===== config.mk =====
export PLATFORM = sky130hd
export DESIGN_NAME = vit_front
export DESIGN_NICKNAME = d
export VERILOG_FILES = /design/src/vit_pkg.sv /design/src/vit_front.sv
export SDC_FILE = /design/constraint.sdc
export NUM_CORES = 1
export LEC_CHECK = 0
export BUFFER_PORTS_ARGS = -buffer_cell sky130_fd_sc_hd__buf_4
export CORE_MARGIN = 2
export CORE_UTILIZATION = 28
export CTS_CLUSTER_DIAMETER = 80
export DETAILED_ROUTE_END_ITERATION = 8
export GPL_TIMING_DRIVEN = 0
export HOLD_SLACK_MARGIN = 0.12
export PLACE_DENSITY = 0.47
export SYNTH_ARGS = -nofsm -noshare
export SYNTH_HDL_FRONTEND = slang
export SYNTH_SLANG_ARGS = --single-unit

===== constraint.sdc =====
create_clock -name clk_i -period 6.7 [get_ports clk_i]
set_input_delay 0.67 -clock clk_i [delete_from_list [all_inputs] [get_ports clk_i]]
set_output_delay 0.67 -clock clk_i [all_outputs]
set_load 0.02 [all_outputs]

===== src/vit_pkg.sv =====
// ----------------------------------------------------------------------------
// vit_pkg
// Shared types, constants and helpers of the vector interning table.
// ----------------------------------------------------------------------------
package vit_pkg;

  localparam int unsigned MAX_AGENTS  = 8;
  localparam int unsigned KEY_WORDS   = MAX_AGENTS - 1;
  localparam int unsigned TABLE_DEPTH = 1024;
  localparam int unsigned BUCKETS     = 2 * TABLE_DEPTH;
  localparam int unsigned KEY_ENTRIES = TABLE_DEPTH * KEY_WORDS;

  localparam int unsigned VAL_W  = 31;
  localparam int unsigned ID_W   = $clog2(TABLE_DEPTH);
  localparam int unsigned CNT_W  = $clog2(TABLE_DEPTH + 1);
  localparam int unsigned BKT_W  = $clog2(BUCKETS);
  localparam int unsigned KADR_W = $clog2(KEY_ENTRIES);
  localparam int unsigned POS_W  = $clog2(MAX_AGENTS);
  localparam int unsigned NUM_W  = $clog2(MAX_AGENTS + 1);
  localparam int unsigned KIX_W  = $clog2(KEY_WORDS);

  localparam logic [31:0] FNV_OFFSET = 32'd2166136261;
  localparam logic [31:0] FNV_PRIME  = 32'd16777619;

  localparam logic ACT_INSERT = 1'b0;
  localparam logic ACT_GET    = 1'b1;

  localparam logic CFG_AGENT_COUNT = 1'b0;
  localparam logic CFG_OWN_AGENT   = 1'b1;

  typedef enum logic [1:0] {
    FAULT_OK        = 2'd0,
    FAULT_FULL      = 2'd1,
    FAULT_UNWRITTEN = 2'd2
  } fault_e;

  typedef enum logic [3:0] {
    BK_IDLE, BK_HASH, BK_BRD, BK_BCHK, BK_CRD, BK_CCHK, BK_KWR, BK_GRD, BK_GOUT
  } back_state_e;

  typedef struct packed {
    logic             action;
    logic [VAL_W-1:0] element_value;
    logic             element_last;
    logic [ID_W-1:0]  lookup_id;
  } req_t;

  typedef struct packed {
    logic [ID_W-1:0]    entry_id;
    logic               was_new;
    logic signed [31:0] out_value;
    logic               out_last;
    logic [1:0]         fault;
  } res_t;

  typedef struct packed {
    logic [NUM_W-1:0] agents;
    logic [POS_W-1:0] own;
  } cfg_t;

  typedef logic [KEY_WORDS-1:0][VAL_W-1:0] key_t;

  typedef struct packed {
    logic            is_get;
    logic [ID_W-1:0] id;
    key_t            key;
  } job_t;

  function automatic logic [NUM_W-1:0] agents_eff(input logic [3:0] ac);
    logic [NUM_W-1:0] n;
    if (ac == 4'd0) n = NUM_W'(1);
    else if (ac > 4'(MAX_AGENTS)) n = NUM_W'(MAX_AGENTS);
    else n = NUM_W'(ac);
    return n;
  endfunction

  function automatic logic [POS_W-1:0] own_eff(input logic [NUM_W-1:0] n,
                                               input logic [2:0] o);
    logic [NUM_W-1:0] lim;
    lim = n - NUM_W'(1);
    if (NUM_W'(o) > lim) return POS_W'(lim);
    return POS_W'(o);
  endfunction

  function automatic logic [KADR_W-1:0] key_addr(input logic [ID_W-1:0] e,
                                                 input logic [KIX_W-1:0] w);
    return (KADR_W'(e) * KADR_W'(KEY_WORDS)) + KADR_W'(w);
  endfunction

endpackage


===== src/vit_front.sv =====
// ----------------------------------------------------------------------------
// vit_front
// Collects insert elements into a partial key and issues jobs to the queue.
// ----------------------------------------------------------------------------
module vit_front (
  input  logic          clk_i,
  input  logic          rst_ni,
  input  logic          accept_i,
  input  vit_pkg::req_t req_i,
  input  vit_pkg::cfg_t cfg_i,
  input  logic          flush_i,
  output logic          push_o,
  output vit_pkg::job_t job_o
);
  import vit_pkg::*;

  key_t             key_q, key_d, key_w;
  logic [NUM_W-1:0] pos_q, pos_d;
  logic [NUM_W-1:0] slot;

  always_comb begin
    key_w = key_q;
    pos_d = pos_q;
    slot  = (pos_q < NUM_W'(cfg_i.own)) ? pos_q : pos_q - NUM_W'(1);
    if (pos_q < cfg_i.agents) begin
      if (pos_q != NUM_W'(cfg_i.own)) key_w[KIX_W'(slot)] = req_i.element_value;
      pos_d = pos_q + NUM_W'(1);
    end
    key_d      = key_q;
    push_o     = 1'b0;
    job_o      = '0;
    job_o.id   = req_i.lookup_id;
    job_o.key  = key_w;
    if (accept_i) begin
      if (req_i.action == ACT_GET) begin
        push_o       = 1'b1;
        job_o.is_get = 1'b1;
        pos_d        = pos_q;
      end else if (req_i.element_last) begin
        push_o = 1'b1;
        key_d  = '0;
        pos_d  = '0;
      end else begin
        key_d = key_w;
      end
    end else begin
      pos_d = pos_q;
    end
    if (flush_i) begin
      key_d = '0;
      pos_d = '0;
    end
  end

  always_ff @(posedge clk_i or negedge rst_ni) begin
    if (!rst_ni) begin
      key_q <= '0;
      pos_q <= '0;
    end else begin
      key_q <= key_d;
      pos_q <= pos_d;
    end
  end

endmodule


== After elaboration in Yosys (flattened, before gate mapping) ==
Cells that the tools add are included.

* Eq/ne operators: 2
* Add/subtract/negate cells: 2
* Reduce and logical (&&, ||, !) cells: 5
* Muxes and demuxes: 20
* Order comparisons: 4

{| class="wikitable"
|+ Operators by type and width
! cell !! number
|-
| $mux 217 || 6
|-
| $bwmux 217 || 1
|-
| $demux 31 s3 || 1
|-
| $mux 31 || 1
|-
| $mux 4 || 5
|-
| $mux 1 || 5
|-
| $add 4x1->4 const B || 1
|-
| $lt 3x4->1 const B || 1
|-
| $lt 4x3->1 || 1
|-
| $lt 4x4->1 || 1
|-
| $ne 4x3->1 || 1
|-
| $ge 3x1->1 const B || 1
|-
| $mux 3 || 1
|-
| $reduce_and 3->1 || 1
|-
| $reduce_bool 3->1 || 1
|-
| $sub 3x1->3 const B || 1
|-
| $ne 2x1->1 const B || 1
|-
| $reduce_and 2->1 || 1
|-
| $reduce_bool 2->1 || 1
|-
| $logic_and 1x1->1 || 1
|}

* Input bits: 54
* Register bits: 221
* Output and inout port bits: 229
* Word-level logic and storage cells: 41

== Logic depth before layout (Yosys ltp) ==
* Word-level depth: 13
* Mapped depth: 10
* Gate-level depth less buffers: 7

== Worst setup path after synthesis ==
No wires, ideal clock.

* Path type: input -> output
* From: in cfg_i[2] (netlist bit)
* To: out job_o[100] (netlist bit)
* Path buffers: 2
* Slack: 3.231 ns
* Stages: 9
* Arrival time: 2.799 ns
* Data required time: 6.030 ns
* Path through: inv_1 > ha_1 > a211o_1 > or4_1 > and2_1 > buf_2 > nor2_8 > buf_6 > mux2_1

{| class="wikitable"
|+ RTL lines
! element !! RTL line !! text
|-
| from (decl) || vit_front.sv:10 || <nowiki>input vit_pkg::cfg_t cfg_i,</nowiki>
|-
| to (decl) || vit_front.sv:13 || <nowiki>output vit_pkg::job_t job_o</nowiki>
|}

==> results.md <==
- Synth area leader: dfrtp_1
- Synth cell types: 47
- Routability cong.: 0.886
- Cells after Synth: 1537
- Final Setup Violations: 0
- Drt drc: 0
- Most common cell after layout, fill and taps aside: nand2_1
- Worst Path Required: 6030 ps
- H-Tree Depth: 1
- Mapped Nets: 1599
- Clock buffer depth: 3
- Vias: 14.1k
- Layout cell share with drive strength beyond 1: 29.8%
- Largest net degree at the start of global routing: 90
- IO Count: 283
- Die area: 0.0521 sq mm
- Hold Fails Final Rpt: 0
- FP Rows: 82
- Initial Utilization: 28.3%
- Initial antenna violation count: 0
- Critical-path maximum fanout: 10
- Core area: 0.0499 sq mm
- # hold bufs at CTS: 1
- Clock buffer count from CTS: 29
- CTS clock-pin slew for the worst setup and hold paths: 60 ps
- Final max-slew violation count: 0
- Fmax: 0.214 GHz
- Synth area leaders: dfrtp_1 39%, mux2_2 13%, o211ai_1 11%
- Die Span X: 228 microns
- Setup TNS: 0 ps
- Post-DR wirelength/cell: 26.7 microns
- CTS sink cnt: 221
- Global-route usage over all layers: 25.2%
- First-pass GRT wire length: 97600 microns
- CP Capture Type: primary output
- Syn. warnings: 0
- Clock skew: 12.7 ps
- Unrepaired setup endpoints after global routing: false
- Synth-to-Final Area Change: 27.5%
- Syn_area_per_cell: 9.17 sq um
- Yosys reg bits: 221
- Most frequent cells in the layout: 385 x nand2_1, 286 x buf_4, 221 x dfrtp_1
- Hold EP: pos_q[1]$_DFFE_PN0P_
- R2R Setup Slk: 3340 ps
- Port bufs: 272
- Vias in the first global route: 13.6k
- Setup CP Type: reg2out
- Worst r2r path cells: 8
- CTS tree: done
- Min cycle time layout: 4660 ps
- Reg-to-Reg End: key_q[30]$_DFFE_PN0P_
- Cts repair resizes: 0
- Min-Delay Path Class: in2reg
- Slew headroom: 10.6%
- Critical Path Start Type: flop
- Pleak: 8.23 nW
- Skew-Pair Late Insertion Delay: 570 ps
- Antenna viol nets, final: 0
- Post-synthesis sequential area ratio: 39.3%
- Outcome: completed
- Die Y: 228 microns
- Layout Nets: 1905
- DP Area: 0.0170 sq mm
- Pre-CTS setup slack: 2370 ps
- Mapped cell area: 0.0141 sq mm
- Slew at the pin closest to its max-slew limit: 1340 ps
- Synth Flop Type: dfrtp_1
- Finished Cell Area: 0.0180 sq mm
- Number of setup buffers added after CTS: 0
- Reg2reg start: pos_q[1]$_DFFE_PN0P_
- Hold Path Stages: 2
- Hold Crit Start: flush_i
- Max-cap violations: 0
- Final wirelength: 67800 microns
- DR iter-0 viols: 1377
- EDFF count, synth: 0
- Crit share post-route: 69.6%
- Worst Path Arrival: 3990 ps
- HPWL Detailed: 48300 microns
- Synth top area share: 39.3%
- Post-synthesis async set-or-reset flop share: 100%
- Worst vdd ir: 0.136 mV
- Grt ovf: 0
- PD cells: 222 mW/mm^2
- Root Buffer: clkbuf_16
- Setup WS post-layout: 2040 ps
- Via density: 5.56
- TritonRoute pass-1 iters: 6
- Worst Hold Slack: 301 ps
## synth_stat cells (2+ instances only)
cell / n
clkbuf_1: 99
o211ai_1: 214
dfrtp_1: 221
nand2_1: 385
a21oi_1: 25
xor2_1: 2
o21ai_0: 4
nor2b_1: 3
mux2_2: 161
buf_4: 15
and2_0: 9
o21a_1: 2
buf_6: 12
a21boi_0: 14
a32oi_1: 58
ha_1: 8
a22oi_1: 30
a221o_1: 5
nor2_1: 2
nand3_1: 96
inv_1: 10
nand4_1: 2
or4_1: 2
buf_1: 7
a211o_1: 3
and2_1: 30
nand2_2: 3
mux2_1: 56
buf_2: 40
xnor2_1: 2
## report_power, final
group	leakage, nW	internal (W)	switching, W
Sequential	3.08	0.00135	0.0000142
Combinational	4.69	0.000323	0.000754
Clock	0.453	0.000902	0.000637
## kinds of logic after synthesis
family,share of synthesized area [%]
and+or+nand+nor,16.6
AOI/OAI and AO/OA,19.6
DFF,39.3
muxes,17.3
buffers and inverters,6.27
adders and majority gates,0.711
xor gates and xnor gates,0.249
## area by class of cell
| class | count | area (sq um) |
|---|---|---|
| repair buffers | 275 | 2110 |
| multi-input cells | 1133 | 7670 |
| fillers | 5259 | 31900 |
| well taps | 672 | 841 |
| flip-flops and latches | 221 | 5530 |
| inverters | 10 | 37.5 |
| plain buffers | 173 | 846 |
| clock inverters | 3 | 15.0 |
| diodes | 1 | 2.50 |
| clock buffers | 49 | 901 |
## how the worst max path moves through the flow
stage / endpoint / startpoint / cells past startpoint / slack [ps]
finish: job_o[175] / pos_q[1]$_DFFE_PN0P_ / 9 / 2040
global route: job_o[175] / pos_q[1]$_DFFE_PN0P_ / 9 / 1920
CTS: job_o[164] / pos_q[1]$_DFFE_PN0P_ / 9 / 2110
detailed placement: job_o[164] / cfg_i[2] / 11 / 2370
global placement: job_o[164] / cfg_i[2] / 11 / 2370
floorplan: job_o[100] / cfg_i[2] / 9 / 3230
## per-layer routing
metal	share of wire (%)	wire length, microns	global-route usage, %
met2	45	30600	39.3
met1	44	30000	35.7
met3	6.9	4710	3.59
met5	0	0	0
met4	3.6	2460	8.88
## state kept, by name, summed over array words and instances, names as in the netlist
signal / flops
pos_q: 4
key_q: 217
## per-stage QoR
stage                     cells  util, %  power, W
after detailed placement   2483     34.2   0.00245
after CTS                  2536     36.0   0.00398
after global routing       2536     36.0   0.00410
after floorplan            1537        -   0.00195
after global placement     2481     34.0   0.00244
final                      2537     36.0   0.00398
## worst max-delay path, cell delays in order (launching register included)
cell and delay (ps):
dfrtp_1 490, ha_1 260, a211o_1 380, o211ai_1 650, nand2_1 240, buf_2 270, nand2_1 170, buf_2 310
mux2_1 440, buf_4 190
No activity file was read; power rests on OpenSTA's default activity.
