<file path="src/vit_pkg.sv">
// ----------------------------------------------------------------------------
// vit_pkg
// Shared types, constants and helpers of the vector interning table.
// ----------------------------------------------------------------------------
package vit_pkg;

  localparam int unsigned MAX_AGENTS  = 8;
  localparam int unsigned KEY_WORDS   = MAX_AGENTS - 1;
  localparam int unsigned TABLE_DEPTH = 1024;
  localparam int unsigned BUCKETS     = 2 * TABLE_DEPTH;
  localparam int unsigned KEY_ENTRIES = TABLE_DEPTH * KEY_WORDS;

  localparam int unsigned VAL_W  = 31;
  localparam int unsigned ID_W   = $clog2(TABLE_DEPTH);
  localparam int unsigned CNT_W  = $clog2(TABLE_DEPTH + 1);
  localparam int unsigned BKT_W  = $clog2(BUCKETS);
  localparam int unsigned KADR_W = $clog2(KEY_ENTRIES);
  localparam int unsigned POS_W  = $clog2(MAX_AGENTS);
  localparam int unsigned NUM_W  = $clog2(MAX_AGENTS + 1);
  localparam int unsigned KIX_W  = $clog2(KEY_WORDS);

  localparam logic [31:0] FNV_OFFSET = 32'd2166136261;
  localparam logic [31:0] FNV_PRIME  = 32'd16777619;

  localparam logic ACT_INSERT = 1'b0;
  localparam logic ACT_GET    = 1'b1;

  localparam logic CFG_AGENT_COUNT = 1'b0;
  localparam logic CFG_OWN_AGENT   = 1'b1;

  typedef enum logic [1:0] {
    FAULT_OK        = 2'd0,
    FAULT_FULL      = 2'd1,
    FAULT_UNWRITTEN = 2'd2
  } fault_e;

  typedef enum logic [3:0] {
    BK_IDLE, BK_HASH, BK_BRD, BK_BCHK, BK_CRD, BK_CCHK, BK_KWR, BK_GRD, BK_GOUT
  } back_state_e;

  typedef struct packed {
    logic             action;
    logic [VAL_W-1:0] element_value;
    logic             element_last;
    logic [ID_W-1:0]  lookup_id;
  } req_t;

  typedef struct packed {
    logic [ID_W-1:0]    entry_id;
    logic               was_new;
    logic signed [31:0] out_value;
    logic               out_last;
    logic [1:0]         fault;
  } res_t;

  typedef struct packed {
    logic [NUM_W-1:0] agents;
    logic [POS_W-1:0] own;
  } cfg_t;

  typedef logic [KEY_WORDS-1:0][VAL_W-1:0] key_t;

  typedef struct packed {
    logic            is_get;
    logic [ID_W-1:0] id;
    key_t            key;
  } job_t;

  function automatic logic [NUM_W-1:0] agents_eff(input logic [3:0] ac);
    logic [NUM_W-1:0] n;
    if (ac == 4'd0) n = NUM_W'(1);
    else if (ac > 4'(MAX_AGENTS)) n = NUM_W'(MAX_AGENTS);
    else n = NUM_W'(ac);
    return n;
  endfunction

  function automatic logic [POS_W-1:0] own_eff(input logic [NUM_W-1:0] n,
                                               input logic [2:0] o);
    logic [NUM_W-1:0] lim;
    lim = n - NUM_W'(1);
    if (NUM_W'(o) > lim) return POS_W'(lim);
    return POS_W'(o);
  endfunction

  function automatic logic [KADR_W-1:0] key_addr(input logic [ID_W-1:0] e,
                                                 input logic [KIX_W-1:0] w);
    return (KADR_W'(e) * KADR_W'(KEY_WORDS)) + KADR_W'(w);
  endfunction

endpackage

</file>
<file path="src/vit_queue.sv">
// ----------------------------------------------------------------------------
// vit_queue
// Two-entry job queue between the front and the back.
// ----------------------------------------------------------------------------
module vit_queue (
  input  logic          clk_i,
  input  logic          rst_ni,
  input  logic          push_i,
  input  vit_pkg::job_t job_i,
  input  logic          pop_i,
  output vit_pkg::job_t head_o,
  output logic          empty_o,
  output logic          full_o
);
  import vit_pkg::*;

  job_t       mem_q [2];
  logic       wp_q, rp_q;
  logic [1:0] cnt_q;

  assign head_o  = mem_q[rp_q];
  assign empty_o = (cnt_q == 2'd0);
  assign full_o  = (cnt_q == 2'd2);

  always_ff @(posedge clk_i) begin
    if (push_i) mem_q[wp_q] <= job_i;
  end

  always_ff @(posedge clk_i or negedge rst_ni) begin
    if (!rst_ni) begin
      wp_q  <= 1'b0;
      rp_q  <= 1'b0;
      cnt_q <= 2'd0;
    end else begin
      if (push_i) wp_q <= ~wp_q;
      if (pop_i) rp_q <= ~rp_q;
      cnt_q <= cnt_q + 2'(push_i) - 2'(pop_i);
    end
  end

endmodule

</file>
<file path="config.mk">
export PLATFORM = sky130hd
export DESIGN_NAME = vit_queue
export DESIGN_NICKNAME = d
export VERILOG_FILES = /design/src/vit_pkg.sv /design/src/vit_queue.sv
export SDC_FILE = /design/constraint.sdc
export NUM_CORES = 1
export LEC_CHECK = 0
export BUFFER_PORTS_ARGS = -buffer_cell sky130_fd_sc_hd__buf_2
export CORE_MARGIN = 3
export CORE_UTILIZATION = 45
export DETAILED_ROUTE_END_ITERATION = 10
export PLACE_DENSITY = 0.7
export SETUP_SLACK_MARGIN = 0.5
export SYNTH_ARGS = -nofsm -noshare
export SYNTH_HDL_FRONTEND = slang
export SYNTH_SLANG_ARGS = --single-unit
</file>
<file path="constraint.sdc">
create_clock -name clk_i -period 35.6 [get_ports clk_i]
set_input_delay 3.56 -clock clk_i [delete_from_list [all_inputs] [get_ports clk_i]]
set_output_delay 3.56 -clock clk_i [all_outputs]
set_load 0.05 [all_outputs]
</file>
Word level (Yosys, flattened, before mapping). Memories as Yosys holds them, arrays and structs flattened. Cells that the tools add are included.

Bits in registers: 4. RAM bits: 456. Input bits: 232. Word-level logic and storage cells: 12. Memories: 1.

Memories: mem_q (depth 2, bits a word 228, read ports 1, clocked after memory_dff 0, write ports 1, line vit_queue.sv:17) `job_t mem_q [2];`.

$add $sub $neg: 2. Eq/ne operators: 1. Mux-type cells: 2. Bitwise gates (word level): 2. Reductions and logical operators: 1.

Operator list (count): $add 2x1->2 (1); $eq 2x2->1 const B (1); $logic_not 2->1 (1); $mux 1 (2); $not 1->1 (2); $sub 2x1->2 (1).

Depth between registers and ports, before layout. Gate-level depths: netlist of run 1.

Depth in word-level cells: 2. Mapped depth: 5. Depth with buffers taken out: 5.

Worst setup path before layout of run 1. No wires, ideal clock.

Path kind: in2reg. Start point: input push_i. End point: memory mem_q[0][0] (netlist name) (enable). Library setup time: 0.848 ns. Data arrival time: 13.380 ns. Data required time: 34.752 ns. Slack: 21.373 ns. Stages: 1. Path buffers: 0. Cells stage by stage: nor2b_1.

Cells in the longest elaborated chain, start to end: 2.

RTL lines: from (decl) (line vit_queue.sv:8) `input logic push_i,`; $mux 1 (line vit_queue.sv:26) `if (push_i) mem_q[wp_q] <= job_i;`; $mux 1 (implied by the code) (line vit_queue.sv:26); to (decl) (line vit_queue.sv:17).

Every way passes these cells.

==> run metrics, run 1 <==
area of the die a little under 40,000 sq um; sum of net half-perimeters after detailed placement between 20 and 25 mm; total nets after synthesis approximately 960; Root Buffer sky130_fd_sc_hd__clkbuf_16; Design Power 2000 uW; hold path cells 1; number of cells traversed by the worst register-to-register path 3; remaining max-slew budget at the tightest pin 25.2%; synth top area cells sky130_fd_sc_hd__edfxtp_1 82%, sky130_fd_sc_hd__mux2_2 15%, sky130_fd_sc_hd__buf_6 1.5%, sky130_fd_sc_hd__dfrtp_1 0.60%, sky130_fd_sc_hd__ha_1 0.15%; complex-gate fraction of the synthesized area 0%; maxcap violations 0; max frequency around 0.14 GHz; kind of start point of the critical path flip-flop; worst hold-check path type flip-flop to flip-flop; area added between synthesis and finish 24.7%; Critical Path Fanout Max 83; clock period minus final worst setup slack ~7000 ps; Critical Path Sink Type output pin; total DRC errors in the routed layout 0; Vias/cell 4.98; basic-gate share of the synthesized area counting and, or, nand and nor cells 0.135%; total of cells resized after clock tree synthesis 0; sum of overflow across all layers after global routing 0; Hold Vio Cnt, Final 0; Starting Density a little under half; H-tree Lvls 2; type of the worst setup path flip-flop to output pin; Setup Viol. Count Final 0; total number of nets in the final design ~1.5k; Longest Clk Path Bufs 3; placer congestion estimate around 0.78; maximum VDD drop around 0.000071 V; adder-cell share of the synthesized area less than 1%; residual antenna-violating net count after detailed routing 0; area share of the leading cell type in the synthesized netlist between 80% and 90%; TritonCTS clock tree yes; clock slew seen by the registers of the worst setup and hold paths ~60 ps; clock skew after layout ~10 ps; result of the run complete, no violations; setup total negative slack 0 ps; cell area after synthesis around 17,000 sq um; # IOs ~460; PD cells ~96 nW/um^2; post-synthesis share of cell area spent on xor and xnor gates less than 1%; average detailed-routed wire length per instance approximately 21 microns; number of clock buffers inserted by TritonCTS 46; vias in the first global route around 9k; count of input and output buffers roughly 460; flip-flop and latch count after synthesis between 400 and 500; hold-fix buffer count after cts 0; global-route wire length before repair between 50 and 60 mm; clock latency reported for the late side of the worst-skew pair 560 ps; floorplan die width just under 200 microns; FILL cells 2,722; vertical extent of the die between 150 and 200 microns; layout cell share with drive strength beyond 1 between 60% and 70%; cell accounting for the most synthesized area sky130_fd_sc_hd__edfxtp_1; post-synthesis instance total 724; combinational family with the most area after synthesis multiplexers; signal arrival time at the worst endpoint ~3400 ps; global routing usage on met3 under 10%; worst hold start wp_q; static leakage power ~0.0078 uW; setup repair after global routing missed its margin no; period utilization roughly a fifth; Mean Syn Cell Area 23.1 sq um; Yosys warning total 0; total routing resource utilization after global routing approximately 17%; Req. time, crit path between 30,000 and 40,000 ps; met2 usage in global routing 30.5%; sequential area share after synthesis between 80% and 90%; Setup Buffers After CTS 0; total number of vias ~8.5k; distinct cell type count of the synthesized netlist 13; pin count of the biggest net entering global routing 84; Worst Max-Slew Pin Slew 1120 ps; number of clock sinks 460; Non-Filler Instances between 1.5k and 2k; worst setup path startpoint rp_q; initial antenna violation count 11; Post-Route WL 35.6 mm; GR Layer Usage met1 19.0%; number of cells in the design after placement approximately 1.6k; first-pass iteration count of the detailed router 4; Iteration-0 DRC Markers 475; fraction of synthesized area in multiplexers 15.3%; core box area ~36,000 sq um; number of placement rows 69; Top Usage Layer GRT met2; number of max-slew violations in the final report 0; worst reg2reg startpoint wp_q
synth_stat cells:
cell	instances
sky130_fd_sc_hd__buf_6	23
sky130_fd_sc_hd__inv_1	2
sky130_fd_sc_hd__buf_4	1
sky130_fd_sc_hd__mux2_2	228
sky130_fd_sc_hd__dfrtp_1	4
sky130_fd_sc_hd__edfxtp_1	456
sky130_fd_sc_hd__xor2_1	2
sky130_fd_sc_hd__nor2_1	1
sky130_fd_sc_hd__buf_2	1
sky130_fd_sc_hd__ha_1	2
sky130_fd_sc_hd__nor2b_1	2
sky130_fd_sc_hd__xor3_1	1
sky130_fd_sc_hd__and2_1	1
final cells by class:
class,instances,area (sq um),area share [%]
Sequential cell,460,13800,66.2
Inverter,2,7.51,0.0360
Tap cell,461,577,2.77
Timing Repair Buffer,470,2370,11.4
Antenna cell,8,20.0,0.0960
Multi-Input combinational cell,237,2670,12.8
Clock inverter,16,143,0.684
Clock buffer,61,1270,6.10
final timing paths:
check	end	slack (ps)
max	head_o[69]	28650
min	wp_q	560
max reg2reg	mem_q[1][87]	32580
min reg2reg	wp_q	560
max in group asynchronous	rp_q	32640
min in group asynchronous	rp_q	2810
power breakdown:
group	total, uW	internal (uW)	leakage, uW	switching (uW)
Clock	455	270	0.000688	186
Sequential	758	719	0.00433	38.6
Combinational	788	208	0.00282	581
Total	2000	1200	0.00783	805
logic make-up after synthesis:
kind of cell	after synthesis
xor+xnor	3
fa+ha+maj	2
buf+inv	27
flops	460
mux	228
simple gates	4
sequential cells by signal, indices dropped and copies added (netlist names):
signal and count:
mem_q 456, wp_q 1, cnt_q 2, rp_q 1
stage by stage:
stage	setup WS (ps)	hold WS [ps]	area, sq um	utilization (%)
final	28650	556	20900	57.8
after detailed placement	29210	555	19400	53.8
after global placement	29230	531	19400	53.8
after global routing	28450	599	20800	57.8
after floorplan	21370	455	16700	-
after CTS	28580	563	20800	57.7
placed cells by master, fill, tap and decap left out, types with 8 or more instances in the layout:
master / count
sky130_fd_sc_hd__buf_2: 461
sky130_fd_sc_hd__clkbuf_16: 49
sky130_fd_sc_hd__clkinv_1: 10
sky130_fd_sc_hd__mux2_2: 228
sky130_fd_sc_hd__diode_2: 8
sky130_fd_sc_hd__buf_4: 9
sky130_fd_sc_hd__edfxtp_1: 456
sky130_fd_sc_hd__clkbuf_1: 12
per-layer routing:
| metal | share of wire [%] | wire length [microns] |
|---|---|---|
| met5 | 0.15 | 55 |
| met4 | 2.8 | 991 |
| met3 | 8.3 | 2970 |
| met2 | 53 | 18700 |
| met1 | 36 | 12900 |
worst max-delay path: stages, from the launching register on:
cell and delay [ps]:
sky130_fd_sc_hd__dfrtp_4 1110, sky130_fd_sc_hd__buf_4 930, sky130_fd_sc_hd__mux2_2 430, sky130_fd_sc_hd__buf_2 210
No activity file was read; power rests on OpenSTA's default activity.
==> run 2: changes to the inputs <==
ABC_AREA = 1   (was unset)
PLACE_DENSITY = 0.73   (was 0.7)
clock period = 6.2 ns   (was 35.6 ns; I/O delays follow)
==> run metrics, run 2 <==
initial antenna violation count 11 (unchanged); # IOs 462 (unchanged); maxcap violations 0 (unchanged); top_reg_cell synth sky130_fd_sc_hd__edfxtp_1; kind of start point of the critical path flip-flop; count of input and output buffers 461 (unchanged); Reg with most FFs mem_q; Hold Vio Cnt, Final 0 (unchanged); cell area after synthesis 17,300 sq um (+3.3%); cell accounting for the most synthesized area sky130_fd_sc_hd__edfxtp_1; Setup Buffers After CTS 0 (unchanged); clock skew after layout 11.5 ps (+1.26 ps); sequential cell fraction of total power 36.1% (-1.8 points); largest registers in the final layout mem_q: 456 flops, cnt_q: 2 flops; total number of nets in the final design 1,917 (+32%); worst hold margin 249 ps (-306 ps); H-tree Lvls 2 (unchanged); worst slack at placement 3230 ps (-25,980 ps); proportion of synthesized flip-flops having asynchronous set or reset 0.870% (unchanged); clock group share of total power 21.7% (-1.1 points); global-route wire length before repair 56.4 mm (+10%); number of placement rows 71 (+2.9%); leading cell types by count after synthesis 456 x sky130_fd_sc_hd__edfxtp_1, 235 x sky130_fd_sc_hd__inv_1, 234 x sky130_fd_sc_hd__nand2_1, 139 x sky130_fd_sc_hd__o21ai_0, 83 x sky130_fd_sc_hd__o21ai_1; sum of net half-perimeters after detailed placement 24.8 mm (+2.6%); Post-Route WL 36.9 mm (+3.8%); sum of overflow across all layers after global routing 0 (unchanged); total number of vias 10.4k (+21%); critical path's slowest cell sky130_fd_sc_hd__dfrtp_4; area share of the leading cell type in the synthesized netlist 79.2% (-2.6 points); worst hold start job_i[58]; vias in the first global route 10.6k (+17%); portion of total power attributed to combinational logic 42.3% (+2.9 points); Vias/cell 4.64 (-6.9%); most used cells in the layout excluding fill and tap cells 461 x sky130_fd_sc_hd__buf_2, 456 x sky130_fd_sc_hd__edfxtp_1, 234 x sky130_fd_sc_hd__inv_1, 234 x sky130_fd_sc_hd__nand2_1, 139 x sky130_fd_sc_hd__o21ai_0; list of cells traversed by the critical path buf_4 -> nand2_1 -> o21ai_1 -> buf_2; Hold Path End mem_q[0][58]; maximum VDD drop 0.000370 V (+420%); Iteration-0 DRC Markers 633 (+33%); number of clock buffers inserted by TritonCTS 47 (+2.2%); most frequent standard cell in the layout excluding fill and tap cells sky130_fd_sc_hd__buf_2; Worst Max-Slew Pin Slew 1060 ps (-59.9 ps); number of cells traversed by the worst register-to-register path 3 (unchanged); Starting Density 45.8% (-0.57 points); floorplan die width 202 microns (+1.6%); Yosys warning total 0 (unchanged); Int Pwr 6570 uW (+450%); setup repair after global routing missed its margin no; switching fraction of total power 45.6% (+5.4 points); placer congestion estimate 0.799 (+2.8%); core box area 37,800 sq um (+4.6%); worst stage delay on the critical path 960 ps (-150 ps); setup total negative slack 0 ps (unchanged); result of the run complete, no violations; clock latency reported for the late side of the worst-skew pair 560 ps (about the same); clock slew seen by the registers of the worst setup and hold paths 60 ps (about the same); final core utilization 56.4% (-1.4 points); Req. time, crit path 5580 ps (-26,460 ps); residual antenna-violating net count after detailed routing 0 (unchanged); type of the worst setup path flip-flop to output pin; Longest Clk Path Bufs 3 (unchanged); synth top area cells sky130_fd_sc_hd__edfxtp_1 79%, sky130_fd_sc_hd__inv_1 5.1%, sky130_fd_sc_hd__nand2_1 5.1%, sky130_fd_sc_hd__o21ai_0 4.0%, sky130_fd_sc_hd__o21ai_1 2.4%; TritonCTS clock tree yes; final worst setup slack 2640 ps (-26,010 ps); pin count of the biggest net entering global routing 194 (+130%); clock period minus final worst setup slack 3560 ps; total routing resource utilization after global routing 17.7% (+0.53 points); worst reg2reg startpoint wp_q; Critical Path Sink Type output pin; dominant cell by count in the synthesized netlist sky130_fd_sc_hd__edfxtp_1; total nets after synthesis 1,450 (+51%); first-pass iteration count of the detailed router 5 (+1); area of the die 40,800 sq um (+3.2%); number of max-slew violations in the final report 0 (unchanged); average detailed-routed wire length per instance 16.5 microns (-20%); sequential area share after synthesis 79.8% (-2.7 points); area added between synthesis and finish 23.1%; number of clock sinks 460 (unchanged); slack of the worst reg-to-reg path 3730 ps (-28,850 ps); total DRC errors in the routed layout 0 (unchanged); static leakage power 0.00905 uW (+16%); remaining max-slew budget at the tightest pin 29.2% (+4.0 points); hold path cells 1 (unchanged); Mean Syn Cell Area 14.2 sq um (-38%); Setup Viol. Count Final 0 (unchanged); Switching Power 5490 uW (+580%); number of flip-flops in the largest register 456 (unchanged); signal arrival time at the worst endpoint 2940 ps (-450 ps); PD cells 567 nW/um^2 (+490%); layout cell share with drive strength beyond 1 31.4% (-29 points); worst hold-check path type input pin to flip-flop; period utilization 57.4%; max frequency around 0.28 GHz; Critical Path Fanout Max 95 (+14%); number of enable-type register cells in the synthesized netlist 456 (unchanged); post-synthesis instance total 1,216 (+68%); distinct cell type count of the synthesized netlist 17 (+4); FF-to-FF End mem_q[1][94]; vertical extent of the die 202 microns (+1.6%); flip-flop and latch count after synthesis 460 (unchanged); Root Buffer sky130_fd_sc_hd__clkbuf_16
## run 2: changes by cell type in the layout (fill, tap and decap cells not counted), sizes merged, moves of 2 or more
cell,previous run,this run
inv,2,237
nand2,0,234
mux2,228,0
o21ai,0,228
clkinv,13,23
clkbuf,61,55
buf,470,468
clkinvlp,0,2
nor2,1,3
nor2b,2,0
## run 2: worst max path at each step
stage	start	to	slack (ps)	cells after the start
floorplan	push_i	mem_q[1][0]	540	2
global placement	rp_q	head_o[158]	3270	4
detailed placement	rp_q	head_o[82]	3230	4
CTS	rp_q	head_o[82]	2610	4
global route	rp_q	head_o[118]	2390	4
finish	rp_q	head_o[124]	2640	4
## run 2: layout make-up
| cell class | instances | area (sq um) |
|---|---|---|
| Antenna cell | 7 | 17.5 |
| Clock buffer | 55 | 1250 |
| Clock inverter | 29 | 193 |
| Fill cell | 3018 | 16500 |
| Inverter | 235 | 890 |
| Multi-Input combinational cell | 470 | 2110 |
| Sequential cell | 460 | 13800 |
| Tap cell | 511 | 639 |
| Timing Repair Buffer | 469 | 2390 |
## run 2: cell families (layout without fill, tap and decap cells)
family	count (synthesis)	count (layout)	share of synthesized area (%)
AO/OA/AOI/OAI	228	228	6.73
XOR/XNOR	2	2	0.101
adder cells (fa/ha/maj)	2	2	0.145
buffers and inverters	286	788	8.06
flip-flops	460	460	79.8
other	0	7	0
AND/OR/NAND/NOR	238	238	5.17
## run 2: through the flow
step / power (uW) / instances / cell area (sq um)
after floorplan: 8590 / 1216 / 17300
after global placement: 9480 / 2144 / 19800
after detailed placement: 9550 / 2144 / 19800
after CTS: 12200 / 2229 / 21300
after global routing: 12600 / 2234 / 21300
final: 12100 / 2236 / 21300
## run 2: repair_timing
action                                  in CTS  in global routing
endpoints found under the setup margin       0                  0
hold buffers                                 1                  0
endpoints found under the hold margin        4                  0
resized for setup                            0                  0
## run 2: critical path, delay by kind of cell (launching register included)
kind | cells | cell delay, ps
buf+inv | 2 | 1050
compound gates | 1 | 160
flops | 1 | 960
simple gates | 1 | 100
## run 2: power groups by stage
stage               clock [uW]  sequential (uW)  combinational, uW
CTS                       2700             4350               5150
floorplan                    0             4390               4200
global route              2810             4410               5400
finish                    2620             4350               5100
detailed placement           0             4410               5140
global placement             0             4390               5090
## run 2: layer usage
metal | GRT usage [%] | share of wire (%)
met1 | 19.3 | 36
met5 | 0 | 0.20
met4 | 7.72 | 3.3
met2 | 31.7 | 52
met3 | 5.69 | 8.3
